[src/hw/rtl/lzwe_pkg.sv]
// Shared types and constants for the LZW encoder.
package lzwe_pkg;
	localparam int unsigned ROOT_CODES = 256;
	localparam logic [31:0] HASH_MULT = 32'd2654435761;

	typedef struct packed {
		logic take_byte;
		logic load_slot;
		logic probe_next;
		logic set_prefix_byte;
		logic set_prefix_hit;
		logic write_entry;
		logic put_prefix;
		logic put_pad;
		logic pop_byte;
		logic clear_start;
		logic clear_step;
		logic stream_reset;
	} lzwe_cmd_t;

	typedef struct packed {
		logic prefix_valid;
		logic last;
		logic slot_valid;
		logic slot_match;
		logic probe_done;
		logic can_insert;
		logic has_byte;
		logic final_byte;
		logic clear_done;
		logic dict_dirty;
	} lzwe_sts_t;
endpackage

[src/hw/rtl/lzwe_ctrl.sv]
// Controller: sequences lookup, insert, code output and dictionary clearing.
module lzwe_ctrl (
	input  logic                clk,
	input  logic                arst_n,
	input  logic                in_valid,
	output logic                in_ready,
	output logic                out_valid,
	input  logic                out_ready,
	output logic                out_last,
	input  lzwe_pkg::lzwe_sts_t sts,
	output lzwe_pkg::lzwe_cmd_t cmd
);
	typedef enum logic [3:0] {
		S_CLEAR, S_IDLE, S_FIRST, S_HASH, S_READ, S_CHECK,
		S_DRAIN, S_FINAL, S_FDRAIN, S_PAD, S_PADOUT
	} state_t;
	state_t state_q;
	logic   end_xfer;

	assign in_ready  = state_q == S_IDLE;
	assign out_valid = ((state_q == S_DRAIN || state_q == S_FDRAIN) && sts.has_byte)
		|| state_q == S_PADOUT;
	assign out_last  = (state_q == S_PADOUT) || (state_q == S_FDRAIN && sts.final_byte);
	// transfer of the last byte of a stream
	assign end_xfer  = out_last && out_ready;

	always_comb begin
		cmd = '0;
		case (state_q)
			S_CLEAR: cmd.clear_step = 1'b1;
			S_IDLE:  cmd.take_byte = in_valid;
			S_FIRST: cmd.set_prefix_byte = 1'b1;
			S_HASH:  cmd.load_slot = 1'b1;
			S_CHECK: begin
				if (sts.slot_match) cmd.set_prefix_hit = 1'b1;
				else if (!sts.slot_valid || sts.probe_done) begin
					cmd.put_prefix = 1'b1;
					cmd.set_prefix_byte = 1'b1;
					cmd.write_entry = !sts.slot_valid && sts.can_insert;
				end else cmd.probe_next = 1'b1;
			end
			S_DRAIN: cmd.pop_byte = sts.has_byte && out_ready;
			S_FINAL: cmd.put_prefix = 1'b1;
			S_FDRAIN: begin
				if (sts.final_byte) begin
					cmd.stream_reset = out_ready;
					cmd.clear_start = out_ready;
				end else cmd.pop_byte = sts.has_byte && out_ready;
			end
			S_PAD: cmd.put_pad = 1'b1;
			S_PADOUT: begin
				cmd.stream_reset = out_ready;
				cmd.clear_start = out_ready;
			end
			default: ;
		endcase
	end

	always_ff @(posedge clk or negedge arst_n) begin
		if (!arst_n) begin
			state_q <= S_CLEAR;
		end else begin
			case (state_q)
				S_CLEAR: if (sts.clear_done) state_q <= S_IDLE;
				S_IDLE: if (in_valid) state_q <= sts.prefix_valid ? S_HASH : S_FIRST;
				S_FIRST: state_q <= sts.last ? S_FINAL : S_IDLE;
				S_HASH: state_q <= S_READ;
				S_READ: state_q <= S_CHECK;
				S_CHECK: begin
					if (sts.slot_match) state_q <= sts.last ? S_FINAL : S_IDLE;
					else if (!sts.slot_valid || sts.probe_done) state_q <= S_DRAIN;
					else state_q <= S_READ;
				end
				S_DRAIN: if (!sts.has_byte) state_q <= sts.last ? S_FINAL : S_IDLE;
				S_FINAL: state_q <= S_FDRAIN;
				S_FDRAIN: begin
					if (end_xfer) state_q <= sts.dict_dirty ? S_CLEAR : S_IDLE;
					else if (!sts.has_byte) state_q <= S_PAD;
				end
				S_PAD: state_q <= S_PADOUT;
				S_PADOUT: if (end_xfer) state_q <= sts.dict_dirty ? S_CLEAR : S_IDLE;
				default: state_q <= S_CLEAR;
			endcase
		end
	end
endmodule
[config.mk]
export PLATFORM = sky130hd
export DESIGN_NAME = lzwe_ctrl
export DESIGN_NICKNAME = d
export VERILOG_FILES = /design/src/hw/rtl/lzwe_pkg.sv /design/src/hw/rtl/lzwe_ctrl.sv
export SDC_FILE = /design/constraint.sdc
export NUM_CORES = 1
export LEC_CHECK = 0
export BUFFER_PORTS_ARGS = -buffer_cell sky130_fd_sc_hd__buf_4
export CAP_MARGIN = 30
export CORE_AREA = 2 2 39 41
export CTS_CLUSTER_DIAMETER = 80
export CTS_CLUSTER_SIZE = 40
export DETAILED_ROUTE_END_ITERATION = 8
export DIE_AREA = 0 0 41 43
export PLACE_DENSITY = 0.79
export SLEW_MARGIN = 30
export SYNTH_ARGS = -nofsm -noshare
export SYNTH_HDL_FRONTEND = slang
export SYNTH_SLANG_ARGS = --single-unit
[constraint.sdc]
create_clock -name clk -period 3.4 [get_ports clk]
set_input_delay 0.85 -clock clk [delete_from_list [all_inputs] [get_ports clk]]
set_output_delay 0.85 -clock clk [all_outputs]
set_load 0.01 [all_outputs]
==> reports/results.ini <==
[grt]
grt_pass1_wl_microns=2460
grt_pass1_vias=599
antenna_found_initial=0
grt_max_degree=20
overflow=0
track_usage_pct=20.0

[clock_tree]
cts_num_sinks=4
clockBufferDepth=2
cts_tree=done
hold_buffers=0
htree_levels=1
clk_latency_ns=0.23
numCtsBuffers=3
cts_root_buf=clkbuf_4
post_cts_resized=0
clk_pin_slew_ns=0.04
postCtsSetupBuffers=0

[synthesis]
synth-simple-area-share_pct=48.2
synth_xor_area_share_pct=0
synth_top_cell_by_area=dfrtp_1
synth_top_cell_area_share_pct=18.3
ys_top_cells_by_area=dfrtp_1, nor2b_1, nor2_1, nand3b_1, a21oi_1
synth_edf_count=0
synth_top_family_by_area=simple AND/OR/NAND/NOR gates
synth_ff_type=dfrtp_1
syn_area_per_cell_sq_um=7.41
synth_cell_types=38
syn-cell-area_sq_um=548
ys_ff_latch=4
synth_fp_nets=88
synth_compound_area_share_pct=21.0
synthArstFlopShare_pct=100
muxShareOfSynthArea_pct=4.57
synth_fa_ha_area_share_pct=0
ys.warnings.count=0
syn_inst=74
seq_area_frac_synth_pct=18.3

[worst_setup_path]
worst_ep_required_time_ns=2.55
worst-path-buf-inv=1
cp_top_family=simple AND/OR/NAND/NOR gates
crit_fanout=14
r2r_slack_ns=1.45
cp-start-kind=flip-flop
path_class=reg -> out
worst_setup_path_end_kind=primary output
cp_cell_sequence=nor2b_1 -> nand3b_1 -> nor3b_1 -> buf_4
critPathMaxStageDelay_ns=0.58
crit_slowest_cell=dfrtp_1
cp.arrival_ns=1.71

[routing]
wl_microns=1460
initialDrtViolationCount=9
drcViolationCount=0
num_vias=653
firstDrtPassIters=4
wl_per_cell_microns=12.7
viasPerCell=5.68
ant_nets=0

[final_layout]
utilization_pct=55.2
layout_common_cells=buf_4, nor2_1, nor2b_1
drive_gt1_share_pct=34.3
reg_top3=state_q: 4 flops
layout_commonest_cell=buf_4
fill_cells=140
antenna_cells=0
syn2layout_area_growth_pct=39.5
regMostFlops=state_q
final_nets=115
largest_reg_flops=4

[min_path]
hp-class=in -> async

[sta]
rsz0062_at_grt=false
setup_tns_ns=0
finalCritPeriodShare_pct=75.3
worst_slew_pin_slew_ns=0.523
fin_skew_ns=0.00136
fmax_ghz=0.391
finalSetupViolCount=0
timing_hold_violations_final=0
maxSlewHeadroom_pct=65.1
fin_crit_ns=2.56
maxSlewViolCount=0

[power_and_ir_drop]
p_leak_nw=0.376
seqPwrFrac_pct=26.8
p_sw_share_pct=46.5
p_switching_w=0.000277
pwr-share-comb_pct=63.5
intPower_w=0.000319
vdd_drop_max_mv=0.356
p_clk_share_pct=9.7
power_density_nw_per_um2=780

[job]
maxCapViolCount=0

[die]
pin_count=29
die_h_microns=43
start_util_pct=39.6
fp-row-count=14
core_sq_um=1380
die_w_microns=41
dieArea_sq_um=1760

[placed_design]
dp_hpwl_microns=1130
port_buffers=28
globalplace.congestion=0.819

[outcome]
status=complete, no violations

==> worst paths after layout <==
kind	from	endpoint	cells after the start
setup / recovery	state_q[2]$_DFFE_PN0P_	cmd[6]	4
hold / removal	arst_n	state_q[1]$_DFFE_PN0P_	1
setup reg to reg	state_q[1]$_DFFE_PN0P_	state_q[1]$_DFFE_PN0P_	4
hold reg to reg	state_q[3]$_DFFE_PN0P_	state_q[3]$_DFFE_PN0P_	2
max in group asynchronous	arst_n	state_q[2]$_DFFE_PN0P_	1
min in group clk	state_q[3]$_DFFE_PN0P_	state_q[3]$_DFFE_PN0P_	2
==> per-layer routing <==
layer | global-route usage [%] | wire length, microns | vias to the layer above
li1 | - | - | 321
met1 | 25.2 | 602 | 307
met2 | 32.2 | 772 | 25
met3 | 3.14 | 87 | 0
met4 | 8.00 | 0 | 0
met5 | 0 | 0 | -
==> synth_stat cells (all sizes together) (2+ instances only) <==
library cell / count
nor2: 9
nor2b: 6
o21ai: 5
a21oi: 4
buf: 4
dfrtp: 4
nand2: 4
and3: 3
nand3b: 3
nor3: 3
clkbuf: 2
inv: 2
nand2b: 2
nor3b: 2
==> logic make-up after synthesis <==
kind of cell	Yosys count
compound gates	17
buf+inv	8
flops	4
mux	2
simple gates	43
==> power by group through the flow <==
stage,sequential (W),clock [W],combinational (W)
finish,0.000160,0.0000580,0.000378
global route,0.000169,0.0000634,0.000423
global placement,0.000156,0,0.000373
CTS,0.000158,0.0000604,0.000381
detailed placement,0.000159,0,0.000380
floorplan,0.0000902,0,0.000333
==> metrics by stage <==
step	total power (W)	setup WS [ns]	cells	cell area (sq um)	hold slack (ns)
6_report	0.000596	0.840	115	764	0.406
5_1_grt	0.000655	0.694	115	764	0.398
4_1_cts	0.000600	0.826	115	764	0.400
3_5_place_dp	0.000538	0.945	112	742	0.647
3_3_place_gp	0.000529	0.983	112	742	0.644
2_1_floorplan	0.000423	0.975	74	548	0.554
==> cell type report <==
type                            instances  area (sq um)  share of cell area, %
Multi-Input combinational cell         62           404                   52.9
Timing Repair Buffer                   28           210                   27.5
Sequential cell                         4           100                   13.1
Clock buffer                            3          22.5                   2.95
Tap cell                               16          20.0                   2.62
Inverter                                2          7.51                  0.982
Note: power is estimated with default switching activity, not from simulation.
